<file path="src/msq_pkg.sv">
// Shared types, constants and edge tables for the marching squares segment extractor.
package msq_pkg;

    localparam int DEF_MAX_WIDTH  = 1024;
    localparam int DEF_MAX_HEIGHT = 1024;
    localparam int DIM_RESET      = 1024;
    localparam int DIM_MIN        = 2;

    localparam int COORD_W  = 11;
    localparam int CASE_W   = 4;
    localparam int CFG_W    = 11;
    localparam int CFG_AW   = 1;
    localparam int IN_DW    = 8;
    localparam int OUT_DW   = 48;
    localparam int OUT_UW   = 4;

    localparam logic [CFG_AW-1:0] REG_IMAGE_WIDTH  = 1'd0;
    localparam logic [CFG_AW-1:0] REG_IMAGE_HEIGHT = 1'd1;

    localparam logic [CASE_W-1:0] CASE_EMPTY    = 4'd0;
    localparam logic [CASE_W-1:0] CASE_SADDLE_A = 4'd6;
    localparam logic [CASE_W-1:0] CASE_SADDLE_B = 4'd9;
    localparam logic [CASE_W-1:0] CASE_FULL     = 4'd15;

    typedef enum logic [1:0] {
        EDGE_BOTTOM = 2'd0,
        EDGE_LEFT   = 2'd1,
        EDGE_RIGHT  = 2'd2,
        EDGE_TOP    = 2'd3
    } edge_t;

    typedef struct packed {
        edge_t s;
        edge_t e;
    } seg_t;

    typedef struct packed {
        logic [COORD_W-1:0] x;
        logic [COORD_W-1:0] y;
    } point_t;

    typedef struct packed {
        logic               valid;
        logic [CASE_W-1:0]  cell_case;
        logic [COORD_W-1:0] x2;
        logic [COORD_W-1:0] y2;
    } cell_t;

    function automatic logic is_saddle(input logic [CASE_W-1:0] cs);
        return (cs == CASE_SADDLE_A) || (cs == CASE_SADDLE_B);
    endfunction

    // Edge pair of a case; second selects the later segment of a saddle.
    function automatic seg_t seg_edges(input logic [CASE_W-1:0] cs, input logic second);
        seg_t sg;
        sg = '{s: EDGE_BOTTOM, e: EDGE_LEFT};
        case (cs) inside
            4'd1, 4'd14: sg = '{s: EDGE_BOTTOM, e: EDGE_LEFT};
            4'd2, 4'd13: sg = '{s: EDGE_BOTTOM, e: EDGE_RIGHT};
            4'd3, 4'd12: sg = '{s: EDGE_LEFT,   e: EDGE_RIGHT};
            4'd4, 4'd11: sg = '{s: EDGE_LEFT,   e: EDGE_TOP};
            4'd5, 4'd10: sg = '{s: EDGE_BOTTOM, e: EDGE_TOP};
            4'd7, 4'd8:  sg = '{s: EDGE_RIGHT,  e: EDGE_TOP};
            4'd6:  sg = second ? seg_t'{s: EDGE_BOTTOM, e: EDGE_LEFT}
                               : seg_t'{s: EDGE_RIGHT,  e: EDGE_TOP};
            4'd9:  sg = second ? seg_t'{s: EDGE_BOTTOM, e: EDGE_RIGHT}
                               : seg_t'{s: EDGE_LEFT,   e: EDGE_TOP};
            default: sg = '{s: EDGE_BOTTOM, e: EDGE_LEFT};
        endcase
        return sg;
    endfunction

    // bx and by are the doubled lower-left corner, always even.
    function automatic point_t edge_point(input edge_t ed, input logic [COORD_W-1:0] bx,
                                          input logic [COORD_W-1:0] by);
        point_t p;
        case (ed)
            EDGE_BOTTOM: p = '{x: {bx[COORD_W-1:1], 1'b1}, y: by};
            EDGE_LEFT:   p = '{x: bx, y: {by[COORD_W-1:1], 1'b1}};
            EDGE_RIGHT:  p = '{x: bx + COORD_W'(2), y: {by[COORD_W-1:1], 1'b1}};
            EDGE_TOP:    p = '{x: {bx[COORD_W-1:1], 1'b1}, y: by + COORD_W'(2)};
            default:     p = '{x: bx, y: by};
        endcase
        return p;
    endfunction

endpackage

</file>
<file path="src/marching_squares_segment_extractor_top.sv">
// Marching squares segment extractor: pixel stream in, contour segment stream out.
// Latency: a segment is offered in the cycle after the transfer of the pixel closing its cell.
// Throughput: one pixel per cycle while the output is ready; a saddle cell holds the input
// until its first segment is taken, as both leave through the single output register.
// Reset: geometry to 1024 x 1024 (bounded by the maximums), counters cleared; the line
// memory is not cleared, its rows are rewritten before they are read.
module marching_squares_segment_extractor_top #(
    parameter int MAX_WIDTH  = msq_pkg::DEF_MAX_WIDTH,
    parameter int MAX_HEIGHT = msq_pkg::DEF_MAX_HEIGHT
) (
    input  logic                          clk,
    input  logic                          rst_n,
    input  logic                          cfg_we,
    input  logic [msq_pkg::CFG_AW-1:0]    cfg_addr,
    input  logic [msq_pkg::CFG_W-1:0]     cfg_wdata,
    input  logic                          s_axis_tvalid,
    output logic                          s_axis_tready,
    input  logic [msq_pkg::IN_DW-1:0]     s_axis_tdata,   // [0] pixel_set
    output logic                          m_axis_tvalid,
    input  logic                          m_axis_tready,
    // [10:0] start_x2, [21:11] start_y2, [32:22] end_x2, [43:33] end_y2
    output logic [msq_pkg::OUT_DW-1:0]    m_axis_tdata,
    output logic [msq_pkg::OUT_UW-1:0]    m_axis_tuser,   // [3:0] cell_case
    output logic                          m_axis_tlast    // last_of_item
);

    localparam int CW = $clog2(MAX_WIDTH);

    logic           accept;
    logic           free;
    logic           above_bit;
    logic           mem_we;
    logic [CW-1:0]  mem_waddr;
    logic [CW-1:0]  mem_raddr;
    msq_pkg::cell_t cell_info;

    assign s_axis_tready = free;
    assign accept        = s_axis_tvalid && free;

    msq_line_mem #(
        .DEPTH (MAX_WIDTH),
        .AW    (CW)
    ) u_line_mem (
        .clk   (clk),
        .we    (mem_we),
        .waddr (mem_waddr),
        .wdata (s_axis_tdata[0]),
        .raddr (mem_raddr),
        .rdata (above_bit)
    );

    msq_cell_unit #(
        .MAX_WIDTH  (MAX_WIDTH),
        .MAX_HEIGHT (MAX_HEIGHT),
        .CW         (CW)
    ) u_cell_unit (
        .clk       (clk),
        .rst_n     (rst_n),
        .cfg_we    (cfg_we),
        .cfg_addr  (cfg_addr),
        .cfg_wdata (cfg_wdata),
        .accept    (accept),
        .pixel     (s_axis_tdata[0]),
        .above_bit (above_bit),
        .mem_we    (mem_we),
        .mem_waddr (mem_waddr),
        .mem_raddr (mem_raddr),
        .cell_info (cell_info)
    );

    msq_seg_emit u_seg_emit (
        .clk       (clk),
        .rst_n     (rst_n),
        .load      (accept && cell_info.valid),
        .cell_info (cell_info),
        .free      (free),
        .out_valid (m_axis_tvalid),
        .out_ready (m_axis_tready),
        .out_data  (m_axis_tdata),
        .out_user  (m_axis_tuser),
        .out_last  (m_axis_tlast)
    );

    a_no_empty_case: assert property (@(posedge clk) disable iff (!rst_n)
        m_axis_tvalid |-> (m_axis_tuser != msq_pkg::CASE_EMPTY)
                          && (m_axis_tuser != msq_pkg::CASE_FULL))
        else $error("segment offered for an empty or full cell");

    a_first_is_saddle: assert property (@(posedge clk) disable iff (!rst_n)
        (m_axis_tvalid && !m_axis_tlast) |->
            (m_axis_tuser == msq_pkg::CASE_SADDLE_A) || (m_axis_tuser == msq_pkg::CASE_SADDLE_B))
        else $error("non-final segment from a non-saddle cell");

    a_hold_input_on_saddle: assert property (@(posedge clk) disable iff (!rst_n)
        (m_axis_tvalid && !m_axis_tlast) |-> !s_axis_tready)
        else $error("pixel accepted while first saddle segment pending");

    a_saddle_second: assert property (@(posedge clk) disable iff (!rst_n)
        (m_axis_tvalid && m_axis_tready && !m_axis_tlast) |=>
            (m_axis_tvalid && m_axis_tlast && $stable(m_axis_tuser)))
        else $error("saddle second segment missing");

endmodule

</file>
<file path="src/msq_line_mem.sv">
// Single-bit line memory holding the previous row, registered read.
module msq_line_mem #(
    parameter int DEPTH = msq_pkg::DEF_MAX_WIDTH,
    parameter int AW    = $clog2(DEPTH)
) (
    input  logic          clk,
    input  logic          we,
    input  logic [AW-1:0] waddr,
    input  logic          wdata,
    input  logic [AW-1:0] raddr,
    output logic          rdata
);

    logic mem [DEPTH];

    always_ff @(posedge clk)
    begin
        if (we)
        begin
            mem[waddr] <= wdata;
        end
        rdata <= mem[raddr];
    end

endmodule

</file>
<file path="src/msq_cell_unit.sv">
// Geometry registers, raster counters and cell index formation.
module msq_cell_unit #(
    parameter int MAX_WIDTH  = msq_pkg::DEF_MAX_WIDTH,
    parameter int MAX_HEIGHT = msq_pkg::DEF_MAX_HEIGHT,
    parameter int CW         = $clog2(MAX_WIDTH)
) (
    input  logic                          clk,
    input  logic                          rst_n,
    input  logic                          cfg_we,
    input  logic [msq_pkg::CFG_AW-1:0]    cfg_addr,
    input  logic [msq_pkg::CFG_W-1:0]     cfg_wdata,
    input  logic                          accept,
    input  logic                          pixel,
    input  logic                          above_bit,
    output logic                          mem_we,
    output logic [CW-1:0]                 mem_waddr,
    output logic [CW-1:0]                 mem_raddr,
    output msq_pkg::cell_t                cell_info
);

    localparam int RW = $clog2(MAX_HEIGHT);
    localparam int WW = $clog2(MAX_WIDTH + 1);
    localparam int HW = $clog2(MAX_HEIGHT + 1);
    localparam int XW = (CW > msq_pkg::COORD_W) ? CW : msq_pkg::COORD_W;
    localparam int YW = (HW > msq_pkg::COORD_W) ? HW : msq_pkg::COORD_W;
    localparam int W_RST = (msq_pkg::DIM_RESET > MAX_WIDTH) ? MAX_WIDTH : msq_pkg::DIM_RESET;
    localparam int H_RST = (msq_pkg::DIM_RESET > MAX_HEIGHT) ? MAX_HEIGHT : msq_pkg::DIM_RESET;

    logic [WW-1:0] width_reg,  width_next;
    logic [HW-1:0] height_reg, height_next;
    logic [CW-1:0] col_reg,    col_next;
    logic [RW-1:0] row_reg,    row_next;
    logic          left_reg,   left_next;
    logic          upleft_reg;

    logic          row_end;
    logic          frame_end;
    logic [XW-1:0] x_ext;
    logic [YW-1:0] y_ext;
    logic [msq_pkg::CASE_W-1:0] cs;

    always_comb
    begin
        width_next  = width_reg;
        height_next = height_reg;
        if (cfg_we)
        begin
            case (cfg_addr)
                msq_pkg::REG_IMAGE_WIDTH:
                begin
                    if (cfg_wdata < msq_pkg::CFG_W'(msq_pkg::DIM_MIN))
                        width_next = WW'(msq_pkg::DIM_MIN);
                    else if (32'(cfg_wdata) > MAX_WIDTH)
                        width_next = WW'(MAX_WIDTH);
                    else
                        width_next = WW'(cfg_wdata);
                end
                msq_pkg::REG_IMAGE_HEIGHT:
                begin
                    if (cfg_wdata < msq_pkg::CFG_W'(msq_pkg::DIM_MIN))
                        height_next = HW'(msq_pkg::DIM_MIN);
                    else if (32'(cfg_wdata) > MAX_HEIGHT)
                        height_next = HW'(MAX_HEIGHT);
                    else
                        height_next = HW'(cfg_wdata);
                end
                default: ;
            endcase
        end
    end

    assign row_end   = (WW'(col_reg) == width_reg - WW'(1));
    assign frame_end = row_end && (HW'(row_reg) == height_reg - HW'(1));

    always_comb
    begin
        col_next  = col_reg;
        row_next  = row_reg;
        left_next = left_reg;
        if (cfg_we)
        begin
            col_next  = '0;
            row_next  = '0;
            left_next = 1'b0;
        end
        else if (accept)
        begin
            if (frame_end)
            begin
                col_next  = '0;
                row_next  = '0;
                left_next = 1'b0;
            end
            else if (row_end)
            begin
                col_next  = '0;
                row_next  = row_reg + RW'(1);
                left_next = 1'b0;
            end
            else
            begin
                col_next  = col_reg + CW'(1);
                left_next = pixel;
            end
        end
    end

    always_ff @(posedge clk or negedge rst_n)
    begin
        if (!rst_n)
        begin
            width_reg  <= WW'(W_RST);
            height_reg <= HW'(H_RST);
            col_reg    <= '0;
            row_reg    <= '0;
            left_reg   <= 1'b0;
        end
        else
        begin
            width_reg  <= width_next;
            height_reg <= height_next;
            col_reg    <= col_next;
            row_reg    <= row_next;
            left_reg   <= left_next;
        end
    end

    // Upper-right bit of this cell becomes the upper-left bit of the next one.
    always_ff @(posedge clk)
    begin
        if (accept)
        begin
            upleft_reg <= above_bit;
        end
    end

    // Read runs one column ahead so the upper-right bit is ready at transfer.
    assign mem_raddr = col_next;
    assign mem_we    = accept;
    assign mem_waddr = col_reg;

    assign cs    = {above_bit, upleft_reg, pixel, left_reg};
    assign x_ext = XW'(col_reg) - XW'(1);
    assign y_ext = YW'(height_reg) - YW'(1) - YW'(row_reg);

    always_comb
    begin
        cell_info.valid     = (col_reg != '0) && (row_reg != '0)
                              && (cs != msq_pkg::CASE_EMPTY) && (cs != msq_pkg::CASE_FULL);
        cell_info.cell_case = cs;
        cell_info.x2        = {x_ext[msq_pkg::COORD_W-2:0], 1'b0};
        cell_info.y2        = {y_ext[msq_pkg::COORD_W-2:0], 1'b0};
    end

endmodule

</file>
<file path="src/msq_seg_emit.sv">
// Output register for one cell; sends its one or two segments in order.
module msq_seg_emit (
    input  logic                          clk,
    input  logic                          rst_n,
    input  logic                          load,
    input  msq_pkg::cell_t                cell_info,
    output logic                          free,
    output logic                          out_valid,
    input  logic                          out_ready,
    output logic [msq_pkg::OUT_DW-1:0]    out_data,
    output logic [msq_pkg::OUT_UW-1:0]    out_user,
    output logic                          out_last
);

    logic           valid_reg,  valid_next;
    logic           phase_reg,  phase_next;
    msq_pkg::cell_t rec_reg;

    logic           last_seg;
    logic           xfer;
    msq_pkg::seg_t  seg;
    msq_pkg::point_t p_start;
    msq_pkg::point_t p_end;

    assign last_seg = !msq_pkg::is_saddle(rec_reg.cell_case) || phase_reg;
    assign xfer     = valid_reg && out_ready;
    assign free     = !valid_reg || (out_ready && last_seg);

    always_comb
    begin
        valid_next = valid_reg;
        phase_next = phase_reg;
        if (load)
        begin
            valid_next = 1'b1;
            phase_next = 1'b0;
        end
        else if (xfer && last_seg)
        begin
            valid_next = 1'b0;
            phase_next = 1'b0;
        end
        else if (xfer)
        begin
            phase_next = 1'b1;
        end
    end

    always_ff @(posedge clk or negedge rst_n)
    begin
        if (!rst_n)
        begin
            valid_reg <= 1'b0;
            phase_reg <= 1'b0;
        end
        else
        begin
            valid_reg <= valid_next;
            phase_reg <= phase_next;
        end
    end

    always_ff @(posedge clk)
    begin
        if (load)
        begin
            rec_reg <= cell_info;
        end
    end

    assign seg     = msq_pkg::seg_edges(rec_reg.cell_case, phase_reg);
    assign p_start = msq_pkg::edge_point(seg.s, rec_reg.x2, rec_reg.y2);
    assign p_end   = msq_pkg::edge_point(seg.e, rec_reg.x2, rec_reg.y2);

    assign out_valid = valid_reg;
    assign out_last  = last_seg;
    assign out_user  = rec_reg.cell_case;
    assign out_data  = {4'b0, p_end.y, p_end.x, p_start.y, p_start.x};

endmodule
</file>
<file path="config.mk">
export PLATFORM = sky130hd
export DESIGN_NAME = marching_squares_segment_extractor_top
export DESIGN_NICKNAME = d
export VERILOG_FILES = /design/src/msq_pkg.sv /design/src/marching_squares_segment_extractor_top.sv /design/src/msq_line_mem.sv /design/src/msq_cell_unit.sv /design/src/msq_seg_emit.sv
export SDC_FILE = /design/constraint.sdc
export NUM_CORES = 2
export LEC_CHECK = 0
export ABC_AREA = 1
export BUFFER_PORTS_ARGS = -buffer_cell sky130_fd_sc_hd__buf_2
export CAP_MARGIN = 20
export CORE_ASPECT_RATIO = 1.2
export CORE_MARGIN = 2
export CORE_UTILIZATION = 23
export CTS_CLUSTER_SIZE = 16
export DETAILED_ROUTE_END_ITERATION = 8
export GPL_TIMING_DRIVEN = 0
export PLACE_DENSITY = 0.4
export SYNTH_ARGS = -nofsm -noshare
export SYNTH_HDL_FRONTEND = slang
export SYNTH_SLANG_ARGS = --single-unit
</file>
<file path="constraint.sdc">
create_clock -name clk -period 5.2 [get_ports clk]
set_input_delay 1.04 -clock clk [delete_from_list [all_inputs] [get_ports clk]]
set_output_delay 1.04 -clock clk [all_outputs]
set_load 0.05 [all_outputs]
</file>
Yosys cells after proc, flatten, opt, wreduce, memory -nomap -nowiden
Memory sizes are Yosys's and may differ from the RTL's. A register that Yosys moved wholly into a read port is not among the register bits. Index checks and enable logic that the tools add are counted.

Flip-flop bits (word level): 70. RAM bits: 1024. Output and inout port bits: 55. Logic and storage cells: 111. Memories kept: 1.

Memories: u_line_mem.mem (depth 1024, width 1, rd ports 1, clocked after Yosys merged registers in 1, wr ports 1, line msq_line_mem.sv:14) `logic mem [DEPTH];`.

Add/sub/neg operators: 8. Order comparisons: 2. Equality and inequality tests: 23. Mux-type cells: 33. Bitwise logic cells: 1. Reduce and logical (&&, ||, !) cells: 32.

Operators with widths (count): $pmux 22 s4 (2); $mux 10 (8); $mux 4 (9); $eq 4x4->1 const B (7); $add 11x2->11 const B (2); $eq 10x11->1 (2); $mux 11 (2); $sub 11x1->11 const B (2); $add 10x1->10 const B (2); $reduce_bool 10->1 (2); $eq 4x3->1 const B (4); $reduce_or 2->1 (6); $gt 11x11->1 const B (1); $lt 11x2->1 const B (1); $mux 1 (11); $sub 10x1->10 const B (1); $sub 10x10->10 (1); $logic_and 1x1->1 (9); $eq 2x2->1 const B (4); $eq 4x2->1 const B (2); $reduce_and 2->1 (3); $reduce_bool 3->1 (2); $eq 2x1->1 const B (2); $eq 4x1->1 const B (1); other kinds (8) (13).

Logic depth before layout (Yosys ltp)
Word-level depth: 11. Depth in mapped cells: 27. Depth with buffers taken out: 25.

Modules after synthesis
A second synthesis with hierarchy kept.

Cell total of the unflattened synthesis: 5461. Area, all modules: 51852.2 sq um.

Modules (own cells, without submodules): msq_line_mem (instances 1, cells an instance 4679, area an instance 46392.0 sq um, sequential area each 30769.5 sq um); msq_cell_unit (instances 1, cells an instance 512, area an instance 3470.8 sq um, sequential area each 1108.6 sq um); msq_seg_emit (instances 1, cells an instance 266, area an instance 1971.9 sq um, sequential area each 830.8 sq um); marching_squares_segment_extractor_top (instances 1, cells an instance 4, area an instance 17.5 sq um, sequential area each 0.0 sq um).

Worst setup path after synthesis
No wires, ideal clock.

Path kind: register -> output. From: register u_seg_emit.rec_reg, in the netlist u_seg_emit.out_user[3]. To: output port m_axis_tdata[24] in the netlist's numbering. Arrival: 2.617 ns. Slack: 1.543 ns. Stages on the path, launching flop included: 13. Path buffers: 0. Cells stage by stage: edfxtp_1 > inv_2 > nor2_2 > inv_1 > o22ai_1 > nor2_1 > inv_1 > a221oi_1 > and3_1 > inv_1 > ha_1 > nor3_1 > o22ai_1.

Word-level cells in the longest chain between the ends: 11.

RTL lines: from (decl) (line msq_seg_emit.sv:17) `msq_pkg::cell_t rec_reg;`; from (signal assigned) (line msq_seg_emit.sv:67) `rec_reg <= cell_info;`; $eq 4x4->1 (line msq_seg_emit.sv:71) `assign seg = msq_pkg::seg_edges(rec_reg.cell_case, phase_reg);`; $mux 4 (7 in series) (line msq_pkg.sv:57) `case (cs) inside`; $mux 4 * (line msq_pkg.sv:57); $eq 2x2->1 (tied with other cells) (line msq_pkg.sv:77) `case (ed)`; $pmux 22 s4 * (line msq_pkg.sv:77); to (decl) (line marching_squares_segment_extractor_top.sv:22) `output logic [msq_pkg::OUT_DW-1:0] m_axis_tdata,`.

Mark *: on every way between the ends. The rest lies on a longest branch, timed or not.

Final worst setup path
From: register u_seg_emit.rec_reg, in the netlist u_seg_emit.out_user[3]. To: register u_line_mem.rdata (read register of u_line_mem.mem).

Word-level cells in the longest chain between the ends: 9.

RTL lines: $eq 4x3->1 / $eq 4x4->1 (equally long branches) (line msq_pkg.sv:50) `return (cs == CASE_SADDLE_A) || (cs == CASE_SADDLE_B);`; $logic_or 1x1->1 * (line msq_pkg.sv:50); $logic_not 1->1 * (line msq_seg_emit.sv:25) `assign last_seg = !msq_pkg::is_saddle(rec_reg.cell_case) || phase_reg;`; $logic_or 1x1->1 * (line msq_seg_emit.sv:25); $logic_and 1x1->1 * (line msq_seg_emit.sv:27) `assign free = !valid_reg || (out_ready && last_seg);`; $logic_or 1x1->1 * (line msq_seg_emit.sv:27); $logic_and 1x1->1 * (line marching_squares_segment_extractor_top.sv:38) `assign accept = s_axis_tvalid && free;`; $mux 10 * (line msq_cell_unit.sv:86) `else if (accept)`; $mux 10 * (line msq_cell_unit.sv:80) `if (cfg_we)`; to (decl) (line msq_line_mem.sv:11) `output logic rdata`.

Marked as above. A chain may end at the register's enable or synchronous reset.

==> results by group <==
Run status
  • Status: finished with violations
  • Failing checks: setup timing

STA
  • Hold_ws: 0.153 ns
  • Min cycle time layout: 5.27 ns
  • Slew @ Worst Pin: 1.27 ns
  • Slew headroom: roughly 15%
  • Slew Viols, Final: 0
  • Crit share post-route: 101%
  • Final setup vio count: 1
  • F_max: 190 MHz
  • Final setup margin: -0.0747 ns
  • Max Clock Skew: 0.0761 ns
  • Fin. Hold Viols: 0
  • Final setup TNS: -0.0747 ns
  • RSZ-0062 raised after global routing: true

Drt
  • Initial DRC Count: 5535
  • WL per Instance: just under 30 um
  • Routed wire length: about 280000 um
  • Residual DRC: 0
  • ANT nets after route: 0
  • Vias/cell: 4.88
  • Drt first pass iters: 8
  • Total vias in the final route: 47300

Worst setup path
  • End of the worst register-to-register path: u_line_mem.rdata
  • Largest stage delay, worst path: roughly 0.84 ns
  • Crit path depth: 21
  • CP required: 5.89 ns
  • Reg2reg path depth: 21
  • Critical Path Sink Type: flip-flop
  • Startpoint type of the worst setup path: flip-flop
  • Crit-path slowest cell: buf_1
  • R2R Path Start: u_seg_emit.out_user[3]
  • Cells along the critical path: nor2_1 -> nand3_2 -> nand3_2 -> nand2_2 -> nand2_2 -> buf_6 -> o21ai_0 -> nand2_1 -> nand3_1 -> inv_1 -> buf_2 -> buf_1 -> nand3_1 -> nand3_1 -> nand3_1 -> nand3_1 -> nand3_1 -> nand3_1 -> nand3_1 -> nand3_1 -> nand2_1
  • CP Max Fanout: 10
  • R2R setup slack: -0.07 ns
  • Arr. time, crit path: 5.96 ns
  • Most frequent CP cell: nand3_1
  • Crit-path leading delay family: simple AND/OR/NAND/NOR gates
  • Critical path buffers and inverters: 4
  • Kind of critical path: reg -> reg

Hold path
  • Hold/Removal Path Class: in -> async

Cells and area
  • Proportion of layout cells with a drive suffix above 1: 9.55%
  • Design area: 64900 sq um
  • Sequential cell area: 32600 sq um
  • Post-layout util: a little over a quarter
  • Syn-to-layout area delta: 17.7%
  • Fillcell total: 25700
  • Nets: around 6500
  • Commonest non-fill, non-tap cell in the layout: nor2_1
  • Most frequent cells in the layout: nor2_1 (1152), edfxtp_1 (1049), inv_1 (951)
  • Non-Filler Instances: 9698
  • Multi-input gate area: 16700 sq um
  • Max FFs per register: 1024

Place
  • GPL Wtd Cong: between 0.9 and 1
  • PortBufs: 68
  • Dpl hpwl: 199000 um
  • Post-DP Area: 60700 sq um
  • Dpl cells: 9454
  • Worst slack, placed: -1.24 ns

Power
  • Clock share of power: 43.6%
  • Pwr Total: ~21 mW
  • Peak VDD IR: 0.000225 V
  • Sw Pwr: 5.65 mW
  • Power density over the cells: ~320 nW/um^2
  • Logic pwr share: about a tenth
  • Sw Ratio: 26.9%
  • Internal: 15.3 mW
  • Seq pwr share: 46.4%
  • Leak: 24.9 nW

Die
  • Ports: 80
  • CORE AREA: 238000 sq um
  • Initial core utilization: 23.2%
  • Rows: approximately 200
  • Die Width: 451 um
  • Area of the die: 243000 sq um
  • Die height: 540 um

Global route
  • Initial antenna violation count: 22
  • Gr ovfl total: 0
  • Vias in the first global route: 45000
  • Total GRT Usage: 22.7%
  • Largest net degree at the start of global routing: between 150 and 200
  • First-pass GRT wire length: roughly 380000 um

Yosys
  • Post-Syn Area: ~55000 sq um
  • Main synth FF type: edfxtp_1
  • Register area share after synthesis: 59.3%
  • Post-synthesis register bit count: 1095
  • Ys async rst share: about 4.1%
  • Syn Area/Cell: 8.96 sq um
  • Ys Warns: 0
  • Library cells used by synthesis: 46
  • Post-synth EDFFs: 1049
  • Synthesized instance count: 6149

CTS
  • Reg clk slew, reported paths: 0.06 ns
  • CTS tree: built
  • Inserted Clock Buffers: 138
  • Sinks on Clock Net: approximately 1100
  • Worst skew pair latency: 0.84 ns
  • H-tree depth: 4
  • Clock Tree Buf Depth: 4
  • Root Buffer: clkbuf_16

Job
  • Max-Cap Viols: 0
==> synth_stat cells, types with 3 or more instances <==
library cell	number	area share, %
buf_1	25	0.17
nand3_1	932	8.5
nand2_2	3	0.034
nor2_2	6	0.068
o22ai_1	38	0.43
o211ai_1	65	0.89
clkbuf_1	235	1.6
a21oi_1	25	0.23
dfrtp_1	43	2.0
nor3b_1	3	0.041
xnor2_1	8	0.13
inv_1	951	6.5
o21ai_0	39	0.35
nor2_1	1153	7.9
xor2_1	42	0.67
buf_4	38	0.52
nor3_1	40	0.36
ha_1	28	0.64
inv_2	13	0.089
or2_2	36	0.41
or2_1	4	0.045
buf_6	11	0.22
edfxtp_1	1049	57
nand2_1	917	6.2
o21ai_1	12	0.11
nand3_2	4	0.073
buf_2	150	1.4
nand4_1	255	2.9
==> per-layer routing <==
metal  part of all wire, %  track usage [%]  routed length [um]
met5                 0.022                0                  62
met1                    38             26.9              107000
met4                   7.6             15.2               21700
met3                   7.5             3.77               21400
met2                    47             37.8              135000
==> what timing repair did <==
| action | 4_1_cts | 5_1_grt |
|---|---|---|
| pin swaps | 0 | 1 |
| hold buffers | 0 | 0 |
| resized for setup | 11 | 25 |
| setup endpoints to repair | 55 | 49 |
| setup buffers | 0 | 2 |
==> final cells by class <==
class	instances	area share (%)
Clock inverter	58	0.548
Sequential cell	1095	50.3
Buffer	459	3.43
Inverter	967	5.60
Antenna cell	5	0.0193
Multi-Input combinational cell	3631	25.8
Tap cell	3168	6.11
Timing Repair Buffer	138	2.49
Clock buffer	177	5.66
==> how the worst max path moves through the flow <==
stage	from	to	slack, ns
after floorplan	u_seg_emit.out_user[3]	m_axis_tdata[24]	1.54
after CTS	u_cell_unit.width_reg[0]	u_line_mem.rdata	-0.23
final	u_seg_emit.out_user[3]	u_line_mem.rdata	-0.07
after detailed placement	m_axis_tready	u_line_mem.rdata	-1.24
after global routing	u_seg_emit.out_user[2]	u_line_mem.rdata	-0.02
after global placement	s_axis_tdata[0]	u_seg_emit.rec_reg[6]	-11.84
==> cells by family (layout without fill, tap and decap cells) <==
group / count (synthesis) / in the layout / share of synthesized area (%)
other cells: 1 / 9 / 0.00681
compound gates: 189 / 189 / 2.21
xor+xnor: 50 / 50 / 0.795
fa+ha+maj: 29 / 29 / 0.672
flops: 1095 / 1095 / 59.3
simple gates: 3359 / 3359 / 26.6
buf+inv: 1426 / 1799 / 10.5
==> power groups by stage <==
stage                     clock network (mW)  logic [mW]  registers (mW)
after global routing                    9.54        2.18            9.74
after global placement                     0        1.99            10.1
final                                   9.15        2.08            9.74
after floorplan                            0        1.02            9.91
after detailed placement                   0        2.04            9.92
after CTS                               9.26        2.04            9.74
Power figures use the tool's default switching activity.
